--- src/rtl/core/hrq_pkg.sv ---
// Shared types, widths and codes for the HRRN ready queue.
// No dependencies; used by every module of the block.
`timescale 1ns / 1ps

package hrq_pkg;

    localparam int DEPTH = 16;
    localparam int IDX_W = $clog2(DEPTH);
    localparam int CNT_W = $clog2(DEPTH + 1);

    localparam int OP_W     = 2;
    localparam int ID_W     = 8;
    localparam int TIME_W   = 16;
    localparam int PRIO_W   = 21;
    localparam int COUNT_W  = 5;
    localparam int STATUS_W = 2;

    // Q13.8 priority, tick divider sizes
    localparam int FRAC_W   = 8;
    localparam int PRIO_ONE = 1 << FRAC_W;
    localparam int NUM_W    = TIME_W + FRAC_W;
    localparam int DEN_W    = TIME_W + 4;
    localparam int ITER_W   = $clog2(NUM_W + 1);
    localparam logic [PRIO_W-1:0] PRIO_MAX = '1;

    // stream packing
    localparam int IN_DATA_W  = 64;
    localparam int OUT_DATA_W = 16;
    localparam int EST_LSB    = ID_W;
    localparam int WAIT_LSB   = EST_LSB + TIME_W;
    localparam int PRIO_LSB   = WAIT_LSB + TIME_W;

    localparam logic [OP_W-1:0] OP_ENQUEUE = 2'd0;
    localparam logic [OP_W-1:0] OP_DEQUEUE = 2'd1;
    localparam logic [OP_W-1:0] OP_TICK    = 2'd2;
    localparam logic [OP_W-1:0] OP_PICK    = 2'd3;

    localparam logic [STATUS_W-1:0] ST_OK        = 2'd0;
    localparam logic [STATUS_W-1:0] ST_FULL      = 2'd1;
    localparam logic [STATUS_W-1:0] ST_NOT_FOUND = 2'd2;

    typedef struct packed {
        logic [ID_W-1:0]   job;
        logic [TIME_W-1:0] wait_time;
        logic [TIME_W-1:0] est_time;
        logic [PRIO_W-1:0] prio;
    } t_entry;

    typedef struct packed {
        logic             we;
        logic [IDX_W-1:0] waddr;
        t_entry           wdata;
        logic [IDX_W-1:0] raddr;
    } t_ram_cmd;

    typedef struct packed {
        logic              start;
        logic [TIME_W-1:0] wait_time;
        logic [TIME_W-1:0] est_time;
    } t_div_req;

    typedef struct packed {
        logic              busy;
        logic              done;
        logic [PRIO_W-1:0] prio;
    } t_div_rsp;

endpackage

--- src/rtl/core/hrq_ram.sv ---
// Entry table: one write port, one registered read port.
// Depends on hrq_pkg.
`timescale 1ns / 1ps

module hrq_ram (
    input  logic              i_clk,
    input  hrq_pkg::t_ram_cmd i_cmd,
    output hrq_pkg::t_entry   o_rdata
);

    hrq_pkg::t_entry r_mem [hrq_pkg::DEPTH];
    hrq_pkg::t_entry r_q;

    always_ff @(posedge i_clk) begin
        if (i_cmd.we) begin
            r_mem[i_cmd.waddr] <= i_cmd.wdata;
        end
        r_q <= r_mem[i_cmd.raddr];
    end

    assign o_rdata = r_q;

endmodule

--- src/rtl/core/hrq_div.sv ---
// Serial restoring divider for the tick priority:
// prio = floor(wait * 256 / (10 * est)) + 256, saturated. Depends on hrq_pkg.
`timescale 1ns / 1ps

module hrq_div (
    input  logic              i_clk,
    input  logic              i_rst_n,
    input  hrq_pkg::t_div_req i_req,
    output hrq_pkg::t_div_rsp o_rsp
);

    localparam logic [hrq_pkg::NUM_W-1:0] SAT_QUO =
        hrq_pkg::NUM_W'((1 << hrq_pkg::PRIO_W) - hrq_pkg::PRIO_ONE);

    logic                          r_busy, n_busy;
    logic                          r_done, n_done;
    logic [hrq_pkg::ITER_W-1:0]    r_cnt, n_cnt;
    logic [hrq_pkg::NUM_W-1:0]     r_num, n_num;
    logic [hrq_pkg::NUM_W-1:0]     r_quo, n_quo;
    logic [hrq_pkg::DEN_W-1:0]     r_rem, n_rem;
    logic [hrq_pkg::DEN_W-1:0]     r_den, n_den;
    logic                          r_zero, n_zero;
    logic [hrq_pkg::PRIO_W-1:0]    r_prio, n_prio;
    logic [hrq_pkg::DEN_W:0]       trial;
    logic [hrq_pkg::DEN_W-1:0]     est_ext;

    assign est_ext = hrq_pkg::DEN_W'(i_req.est_time);
    assign trial   = {r_rem, r_num[hrq_pkg::NUM_W-1]};

    always_comb begin
        n_busy = r_busy;
        n_done = 1'b0;
        n_cnt  = r_cnt;
        n_num  = r_num;
        n_quo  = r_quo;
        n_rem  = r_rem;
        n_den  = r_den;
        n_zero = r_zero;
        n_prio = r_prio;
        if (i_req.start) begin
            n_busy = 1'b1;
            n_cnt  = hrq_pkg::ITER_W'(hrq_pkg::NUM_W);
            n_num  = {i_req.wait_time, hrq_pkg::FRAC_W'(0)};
            n_quo  = '0;
            n_rem  = '0;
            // 10 * est as 8 * est + 2 * est
            n_den  = (est_ext << 3) + (est_ext << 1);
            n_zero = (i_req.est_time == '0);
        end else if (r_busy) begin
            if (r_cnt != '0) begin
                n_cnt = r_cnt - 1'b1;
                n_num = r_num << 1;
                if (trial >= {1'b0, r_den}) begin
                    n_rem = hrq_pkg::DEN_W'(trial - {1'b0, r_den});
                    n_quo = {r_quo[hrq_pkg::NUM_W-2:0], 1'b1};
                end else begin
                    n_rem = trial[hrq_pkg::DEN_W-1:0];
                    n_quo = {r_quo[hrq_pkg::NUM_W-2:0], 1'b0};
                end
            end else begin
                n_busy = 1'b0;
                n_done = 1'b1;
                if (r_zero || (r_quo >= SAT_QUO)) begin
                    n_prio = hrq_pkg::PRIO_MAX;
                end else begin
                    n_prio = r_quo[hrq_pkg::PRIO_W-1:0]
                           + hrq_pkg::PRIO_W'(hrq_pkg::PRIO_ONE);
                end
            end
        end
    end

    always_ff @(posedge i_clk) begin
        if (!i_rst_n) begin
            r_busy <= 1'b0;
            r_done <= 1'b0;
        end else begin
            r_busy <= n_busy;
            r_done <= n_done;
        end
        r_cnt  <= n_cnt;
        r_num  <= n_num;
        r_quo  <= n_quo;
        r_rem  <= n_rem;
        r_den  <= n_den;
        r_zero <= n_zero;
        r_prio <= n_prio;
    end

    assign o_rsp.busy = r_busy;
    assign o_rsp.done = r_done;
    assign o_rsp.prio = r_prio;

endmodule

--- src/rtl/core/hrrn_ready_queue_core.sv ---
// Top level of the HRRN ready queue: operation sequencer and output register.
// Depends on hrq_pkg, hrq_ram and hrq_div.
`timescale 1ns / 1ps

// Ready table for a highest-response-ratio-next scheduler, DEPTH entries.
// Input channel (s_axis): one operation per transfer; tuser carries the op
// (enqueue, dequeue, tick, pick), tdata the job id, estimate, waiting time
// and Q13.8 priority. Output channel (m_axis): one result per operation with
// the current pick, pick valid flag, job count and status.
// Operations run one at a time. Dequeue, tick and enqueue make a pass over
// the table memory (one read per cycle; a tick pass ends at its hit); enqueue
// then writes the tail slot. Every op ends with a pick pass over the jobs
// left and a load of the output register. Enqueue into an empty table goes
// straight to the tail slot; enqueue into a full table is dropped, and
// dequeue or tick on an empty table skip the pass, going straight to the pick
// pass. A tick hit waits for the serial divider between lookup and pick pass.
// The single read port of the table sets the length of each pass.
// The result sits in an output register; the next operation is accepted
// while it waits. If the receiver stalls, a finished result holds the
// sequencer until the register frees, then tready returns.
// Reset empties the table (job count zero); the table memory is not cleared,
// since only entries below the count are ever read.

module hrrn_ready_queue_core (
    input  logic                             i_clk,
    input  logic                             i_rst_n,
    input  logic                             i_s_axis_tvalid,
    output logic                             o_s_axis_tready,
    // [7:0] job_id, [23:8] est_time, [39:24] wait_time,
    // [60:40] priority_req, [63:61] zero
    input  logic [hrq_pkg::IN_DATA_W-1:0]    i_s_axis_tdata,
    // [1:0] op
    input  logic [hrq_pkg::OP_W-1:0]         i_s_axis_tuser,
    output logic                             o_m_axis_tvalid,
    input  logic                             i_m_axis_tready,
    // [7:0] pick_id, [8] pick_valid, [13:9] job_count, [15:14] status
    output logic [hrq_pkg::OUT_DATA_W-1:0]   o_m_axis_tdata
);

    localparam logic [2:0] S_IDLE = 3'd0;
    localparam logic [2:0] S_SCAN = 3'd1;  // op pass over the table
    localparam logic [2:0] S_TAIL = 3'd2;  // enqueue: write the last slot
    localparam logic [2:0] S_DIV  = 3'd3;  // tick: wait for the divider
    localparam logic [2:0] S_PICK = 3'd4;  // max search pass
    localparam logic [2:0] S_OUT  = 3'd5;  // load output register

    logic [2:0]                     r_state, n_state;
    logic [hrq_pkg::OP_W-1:0]       r_op, n_op;
    logic [hrq_pkg::ID_W-1:0]       r_id, n_id;
    hrq_pkg::t_entry                r_new, n_new;
    hrq_pkg::t_entry                r_carry, n_carry;
    logic [hrq_pkg::CNT_W-1:0]      r_count, n_count;
    logic [hrq_pkg::CNT_W-1:0]      r_rd_cnt, n_rd_cnt;
    logic                           r_rv, n_rv;
    logic [hrq_pkg::IDX_W-1:0]      r_ri, n_ri;
    logic                           r_found, n_found;
    logic [hrq_pkg::IDX_W-1:0]      r_hit, n_hit;
    logic [hrq_pkg::STATUS_W-1:0]   r_status, n_status;
    logic [hrq_pkg::PRIO_W-1:0]     r_best_prio, n_best_prio;
    logic [hrq_pkg::ID_W-1:0]       r_best_id, n_best_id;
    logic                           r_m_valid, n_m_valid;
    logic [hrq_pkg::OUT_DATA_W-1:0] r_m_data, n_m_data;

    hrq_pkg::t_ram_cmd ram_cmd;
    hrq_pkg::t_entry   q;
    hrq_pkg::t_div_req div_req;
    hrq_pkg::t_div_rsp div_rsp;

    logic s_accept;
    logic rd_go;
    logic scan_last;
    logic hit_now;
    logic pick_go;
    logic [hrq_pkg::TIME_W-1:0] q_wait_inc;

    hrq_ram u_ram (
        .i_clk   (i_clk),
        .i_cmd   (ram_cmd),
        .o_rdata (q)
    );

    hrq_div u_div (
        .i_clk   (i_clk),
        .i_rst_n (i_rst_n),
        .i_req   (div_req),
        .o_rsp   (div_rsp)
    );

    assign o_s_axis_tready = (r_state == S_IDLE);
    assign s_accept        = i_s_axis_tvalid && o_s_axis_tready;
    assign o_m_axis_tvalid = r_m_valid;
    assign o_m_axis_tdata  = r_m_data;

    // one table read per cycle during a pass; read data is registered and returns in the next cycle
    assign rd_go     = ((r_state == S_SCAN) || (r_state == S_PICK)) && (r_rd_cnt < r_count);
    assign scan_last = r_rv && (hrq_pkg::CNT_W'(r_ri) == r_count - 1'b1);
    assign hit_now   = r_rv && !r_found && (q.job == r_id);
    // waiting time saturates at all ones
    assign q_wait_inc = (q.wait_time == '1) ? q.wait_time : q.wait_time + 1'b1;

    always_comb begin
        n_state     = r_state;
        n_op        = r_op;
        n_id        = r_id;
        n_new       = r_new;
        n_carry     = r_carry;
        n_count     = r_count;
        n_rd_cnt    = r_rd_cnt;
        n_rv        = rd_go;
        n_ri        = r_rd_cnt[hrq_pkg::IDX_W-1:0];
        n_found     = r_found;
        n_hit       = r_hit;
        n_status    = r_status;
        n_best_prio = r_best_prio;
        n_best_id   = r_best_id;
        n_m_valid   = r_m_valid && !i_m_axis_tready;
        n_m_data    = r_m_data;
        pick_go     = 1'b0;

        ram_cmd       = '0;
        ram_cmd.raddr = r_rd_cnt[hrq_pkg::IDX_W-1:0];
        div_req       = '0;

        if (rd_go) begin
            n_rd_cnt = r_rd_cnt + 1'b1;
        end

        unique case (r_state)
            S_IDLE: begin
                if (s_accept) begin
                    n_op              = i_s_axis_tuser;
                    n_id              = i_s_axis_tdata[hrq_pkg::ID_W-1:0];
                    n_new.job         = i_s_axis_tdata[hrq_pkg::ID_W-1:0];
                    n_new.est_time    = i_s_axis_tdata[hrq_pkg::EST_LSB +: hrq_pkg::TIME_W];
                    n_new.wait_time   = i_s_axis_tdata[hrq_pkg::WAIT_LSB +: hrq_pkg::TIME_W];
                    n_new.prio        = i_s_axis_tdata[hrq_pkg::PRIO_LSB +: hrq_pkg::PRIO_W];
                    n_found           = 1'b0;
                    n_status          = hrq_pkg::ST_OK;
                    n_rd_cnt          = '0;
                    n_rv              = 1'b0;
                    unique case (i_s_axis_tuser)
                        hrq_pkg::OP_ENQUEUE: begin
                            if (r_count == hrq_pkg::CNT_W'(hrq_pkg::DEPTH)) begin
                                n_status = hrq_pkg::ST_FULL;
                                pick_go  = 1'b1;
                            end else if (r_count == '0) begin
                                n_state = S_TAIL;   // empty table: straight to slot 0
                            end else begin
                                n_state = S_SCAN;
                            end
                        end
                        hrq_pkg::OP_DEQUEUE, hrq_pkg::OP_TICK: begin
                            if (r_count == '0) begin
                                n_status = hrq_pkg::ST_NOT_FOUND;
                                pick_go  = 1'b1;
                            end else begin
                                n_state = S_SCAN;
                            end
                        end
                        hrq_pkg::OP_PICK: begin
                            pick_go = 1'b1;
                        end
                    endcase
                end
            end

            S_SCAN: begin
                if (r_rv) begin
                    unique case (r_op)
                        hrq_pkg::OP_ENQUEUE: begin
                            // insert before the first lower entry, then ripple
                            // the displaced entries up by one slot
                            if (!r_found) begin
                                if (r_new.prio > q.prio) begin
                                    ram_cmd.we    = 1'b1;
                                    ram_cmd.waddr = r_ri;
                                    ram_cmd.wdata = r_new;
                                    n_found       = 1'b1;
                                    n_carry       = q;
                                end
                            end else begin
                                ram_cmd.we    = 1'b1;
                                ram_cmd.waddr = r_ri;
                                ram_cmd.wdata = r_carry;
                                n_carry       = q;
                            end
                            if (scan_last) begin
                                n_state = S_TAIL;
                            end
                        end
                        hrq_pkg::OP_DEQUEUE: begin
                            // after the first match, every entry moves down one
                            if (hit_now) begin
                                n_found = 1'b1;
                            end else if (r_found) begin
                                ram_cmd.we    = 1'b1;
                                ram_cmd.waddr = r_ri - 1'b1;
                                ram_cmd.wdata = q;
                            end
                            if (scan_last) begin
                                if (r_found || hit_now) begin
                                    n_count = r_count - 1'b1;
                                end else begin
                                    n_status = hrq_pkg::ST_NOT_FOUND;
                                end
                                pick_go = 1'b1;
                            end
                        end
                        hrq_pkg::OP_TICK: begin
                            if (hit_now) begin
                                n_hit             = r_ri;
                                n_carry           = q;
                                n_carry.wait_time = q_wait_inc;
                                div_req.start     = 1'b1;
                                div_req.wait_time = q_wait_inc;
                                div_req.est_time  = q.est_time;
                                n_state           = S_DIV;
                            end else if (scan_last) begin
                                n_status = hrq_pkg::ST_NOT_FOUND;
                                pick_go  = 1'b1;
                            end
                        end
                        hrq_pkg::OP_PICK: begin
                            pick_go = 1'b1;
                        end
                    endcase
                end
            end

            S_TAIL: begin
                ram_cmd.we    = 1'b1;
                ram_cmd.waddr = r_count[hrq_pkg::IDX_W-1:0];
                ram_cmd.wdata = r_found ? r_carry : r_new;
                n_count       = r_count + 1'b1;
                pick_go       = 1'b1;
            end

            S_DIV: begin
                if (div_rsp.done) begin
                    ram_cmd.we         = 1'b1;
                    ram_cmd.waddr      = r_hit;
                    ram_cmd.wdata      = r_carry;
                    ram_cmd.wdata.prio = div_rsp.prio;
                    pick_go            = 1'b1;
                end
            end

            S_PICK: begin
                if (r_count == '0) begin
                    n_state = S_OUT;
                end else if (r_rv) begin
                    // strict compare keeps the first entry on ties
                    if ((r_ri == '0) || (q.prio > r_best_prio)) begin
                        n_best_prio = q.prio;
                        n_best_id   = q.job;
                    end
                    if (scan_last) begin
                        n_state = S_OUT;
                    end
                end
            end

            S_OUT: begin
                if (!r_m_valid || i_m_axis_tready) begin
                    n_m_valid = 1'b1;
                    n_m_data  = {r_status,
                                 hrq_pkg::COUNT_W'(r_count),
                                 (r_count != '0),
                                 r_best_id};
                    n_state   = S_IDLE;
                end
            end

            default: begin
                n_state = S_IDLE;
            end
        endcase

        if (pick_go) begin
            n_state     = S_PICK;
            n_rd_cnt    = '0;
            n_rv        = 1'b0;
            n_best_id   = '0;
            n_best_prio = '0;
        end
    end

    always_ff @(posedge i_clk) begin
        if (!i_rst_n) begin
            r_state   <= S_IDLE;
            r_count   <= '0;
            r_rd_cnt  <= '0;
            r_rv      <= 1'b0;
            r_found   <= 1'b0;
            r_m_valid <= 1'b0;
        end else begin
            r_state   <= n_state;
            r_count   <= n_count;
            r_rd_cnt  <= n_rd_cnt;
            r_rv      <= n_rv;
            r_found   <= n_found;
            r_m_valid <= n_m_valid;
        end
        r_op        <= n_op;
        r_id        <= n_id;
        r_new       <= n_new;
        r_carry     <= n_carry;
        r_ri        <= n_ri;
        r_hit       <= n_hit;
        r_status    <= n_status;
        r_best_prio <= n_best_prio;
        r_best_id   <= n_best_id;
        r_m_data    <= n_m_data;
    end

`ifndef NO_ASSERTIONS
    // an accepted operation always starts work
    a_accept_starts: assert property (@(posedge i_clk) disable iff (!i_rst_n)
        s_accept |=> (r_state != S_IDLE))
        else $error("accepted operation left the sequencer idle");

    // the tail slot is only written when the table has room
    a_tail_room: assert property (@(posedge i_clk) disable iff (!i_rst_n)
        (r_state == S_TAIL) |-> (r_count < hrq_pkg::CNT_W'(hrq_pkg::DEPTH)))
        else $error("tail write into a full table");

    // job count moves by at most one per cycle
    a_count_step: assert property (@(posedge i_clk) disable iff (!i_rst_n)
        (r_count == $past(r_count)) || (r_count == $past(r_count) + 1'b1) ||
        (r_count == $past(r_count) - 1'b1))
        else $error("job count jumped");

    // divider runs and reports only while a tick waits for it
    a_div_owned: assert property (@(posedge i_clk) disable iff (!i_rst_n)
        (div_rsp.busy || div_rsp.done) |-> (r_state == S_DIV))
        else $error("divider active outside tick");
`endif

endmodule

--- config.mk ---
export PLATFORM = sky130hd
export DESIGN_NAME = hrrn_ready_queue_core
export DESIGN_NICKNAME = d
export VERILOG_FILES = /design/src/rtl/core/hrq_pkg.sv /design/src/rtl/core/hrq_ram.sv /design/src/rtl/core/hrq_div.sv /design/src/rtl/core/hrrn_ready_queue_core.sv
export SDC_FILE = /design/constraint.sdc
export NUM_CORES = 1
export LEC_CHECK = 0
export BUFFER_PORTS_ARGS = -buffer_cell sky130_fd_sc_hd__buf_2
export CORE_ASPECT_RATIO = 1.5
export CORE_MARGIN = 5
export CORE_UTILIZATION = 60
export DETAILED_ROUTE_END_ITERATION = 8
export GPL_TIMING_DRIVEN = 0
export PLACE_DENSITY_LB_ADDON = 0.05
export REMOVE_ABC_BUFFERS = 1
export SLEW_MARGIN = 20
export SYNTH_ARGS = -nofsm -noshare
export SYNTH_HDL_FRONTEND = slang
export SYNTH_HIERARCHICAL = 1
export SYNTH_SLANG_ARGS = --single-unit
export TNS_END_PERCENT = 100
--- constraint.sdc ---
create_clock -name i_clk -period 25.7 [get_ports i_clk]
set_clock_uncertainty 0.05 [all_clocks]
set_input_delay 0 -clock i_clk [delete_from_list [all_inputs] [get_ports i_clk]]
set_output_delay 0 -clock i_clk [all_outputs]
set_load 0.01 [all_outputs]
==> impl.org <==
** Status
- Result of the run :: completed

** Worst hold path
- The path class of the tightest hold or removal check is input pin to flop.
- Hold depth :: 2
- The worst hold path terminates at r_op[0].
- The startpoint identified for the worst hold timing path is i_s_axis_tuser[0].

** Synthesis
- Synth Instances :: 3,139
- During synthesis, Yosys emitted a total of 6 warnings.
- Per-instance average area after synthesis :: 17.2 µm²
- Synth Cell Area :: 54,100 µm²

** Floorplanning
- The die covers 96,400 µm².
- After floorplanning, the core was sized to cover 89,900 µm².
- Effective utilization at floorplan :: 60.2%
- Measured along the y axis, the die boundary spans 378 µm.
- In this run the count of I/O pins placed on the die edge is 88.
- Measured along the x axis, the die boundary spans 255 µm.
- The floorplan has 135 rows.

** Finish
- Cells with a size suffix above 1 make up 21.0% of the layout.
- Most frequent standard cell in the layout excluding fill and tap cells :: edfxtp_1
- Counting the fill cells in the layout gives 5,681.
- Once layout is complete, the cells apart from fillers number 4,742.
- Registers take 38,600 µm².
- Ant diodes :: 0
- Area growth from synthesis to layout :: 17.4%
- For this run, the post-layout net count is 3,633.
- Leaving out fill and tap cells, the most frequent cells in the layout are edfxtp_1, mux4_2, a22oi_1.
- Summing all multi-input logic gate instances after layout gives 14,500 µm².

** Clock tree
- The clock drives 1,340 sinks.
- The clock reaches the later pin of the worst-skew pair after 0.72 ns.
- TritonCTS built the clock tree.
- Master cell of the clock root buffer :: clkbuf_16
- H-Tree Level Count :: 3
- CTS clock-pin slew for the worst setup and hold paths :: 0.07 ns
- Clock buffer count from CTS :: 119
- The clock passes through at most 3 buffers.

** Setup path
- For flop-to-flop paths, the worst setup slack is 19.74 ns.
- Max Fanout on Critical Path :: 20
- Startpoint of the most critical register-to-register path :: r_new[55]
- Data required time at the worst endpoint :: 26.11 ns
- Setup crit end kind :: flop
- Number of cells traversed by the worst register-to-register path :: 15
- The worst setup path is of the flop to flop kind.
- Data arrival time at the worst-slack endpoint :: 6.37 ns
- Endpoint of the worst-slack reg-to-reg timing path :: u_div/r_den[17]
- CP startpoint kind :: flop

** Route
- Routed WL :: 137,000 µm
- In the routed design, unresolved DRC markers number 0.
- Antenna Violating Nets Remaining :: 0
- Vias per Instance :: 6.54
- Dividing the detail-routed wire length by the instance count gives 28.9 µm.
- Via count :: 31.0k
- The first detailed-routing pass took 6 iterations.
- After the first detailed-routing iteration, the DRC count stood at 3,459.

** Global routing
- Pin count of the biggest net entering global routing :: 48
- Initial antenna violation count :: 0
- Overall routing resource usage :: 28.5%
- Global-route wire length before repair :: 203,000 µm
- Via count of the first global-routing pass :: 31.9k
- Summed over all layers, the global routing overflow is 0.

** Place
- Buffers on Ports :: 84
- RePlAce Congestion :: 0.857
- Post-detail-place hpwl :: 88,900 µm
- After detailed placement, the design holds a cell count of 4,384.

** STA
- At the pin with the least slew margin, the transition time is 1.16 ns.
- The worst path needs 5.96 ns of the cycle, external delays included.
- Setup repair after global routing left no endpoint under its margin.
- Max Fclk :: 168 MHz
- Setup violations remaining at the end of the flow were counted as 0.
- The number of slew-limit violations in the final report is 0.
- Final-layout setup total negative slack :: 0 ns
- Final Cycle Share :: 23.2%
- Relative slew slack :: 22.3%
- The hold violation count in the final report was 0.

** Power and ir drop
- Leakage power of the design :: 0.0208 µW
- Worst VDD drop :: 0.0884 mV
- Power per cell area :: 77.4 nW/µm²
- Summing internal, switching and leakage power gives 4920 µW.

** Run
- Across the run, the number of max-cap violations was 0.
[worst max-delay path, stage by stage, from the launching register on]
cell       delay, ns
edfxtp_1        0.43
xor2_1          0.63
nor3b_1         0.20
and3_1          0.29
nand3_1         0.56
inv_1           0.61
and2_1          0.41
ha_1            0.24
fa_1            0.41
a21oi_1         0.25
o21ai_0         0.15
a2111oi_0       0.56
o21ai_0         0.27
a31o_2          0.28
a21oi_1         0.22
xnor2_1         0.11
[layout make-up]
cell class / instances / share of cell area, %
inverters: 99 / 0.589
multi-input cells: 1536 / 22.9
clock buffers: 158 / 5.16
repair buffers: 375 / 7.07
well taps: 1164 / 2.29
clock inverters: 70 / 1.20
flip-flops and latches: 1340 / 60.8
[worst max path at each step]
stage / cells past startpoint / end / start
finish: 15 / u_div/r_den[17] / r_new[55]
global route: 14 / u_div/r_den[17] / r_new[56]
CTS: 14 / u_div/r_den[17] / r_new[56]
global placement: 6 / r_carry[31] / r_found
floorplan: 6 / r_carry[0] / r_found
detailed placement: 14 / u_div/r_den[17] / r_new[56]
[per-stage QoR]
stage          worst slack, ns  utilization (%)  area (µm²)  hold WS, ns
2_1_floorplan            12.36                -       53300       0.0489
3_3_place_gp            -0.910             61.4       55200        0.129
3_5_place_dp             19.58             64.7       58200        0.128
4_1_cts                  19.54             70.7       63500      0.00445
5_1_grt                  19.38             70.7       63500       0.0498
6_report                 19.74             70.7       63500       0.0467
[sequential cells by signal, summed over array words and instances (netlist names), 4 cells and up]
register,cells
r_ri,4
o_m_axis_tdata,16
u_ram/r_mem,976
u_ram/o_rdata,61
r_best_prio,21
r_hit,4
u_div/r_den,19
u_div/r_prio,21
r_best_id,8
r_rd_cnt,5
u_div/r_quo,24
r_carry,61
u_div/r_cnt,5
u_div/r_num,16
r_new,61
u_div/r_rem,20
r_count,5
[report_power, final]
part	internal (µW)	leakage, µW	switching [µW]
Clock	1040	0.00197	795
Sequential	2500	0.0118	81.5
Combinational	207	0.00700	297
Total	3750	0.0208	1170
[routing by layer]
metal	share of wire (%)	vias up	track usage, %
li1	-	13200	-
met1	39	16200	39.1
met2	51	1401	47.7
met3	7.6	279	4.35
met4	3.0	0	8.83
met5	0	-	0
[timing repair]
item	4_1_cts	5_1_grt
hold endpoints to repair	107	0
buffers inserted	0	0
hold buffers	129	0
gates resized for setup	0	0
Power figures use the tool's default switching activity.
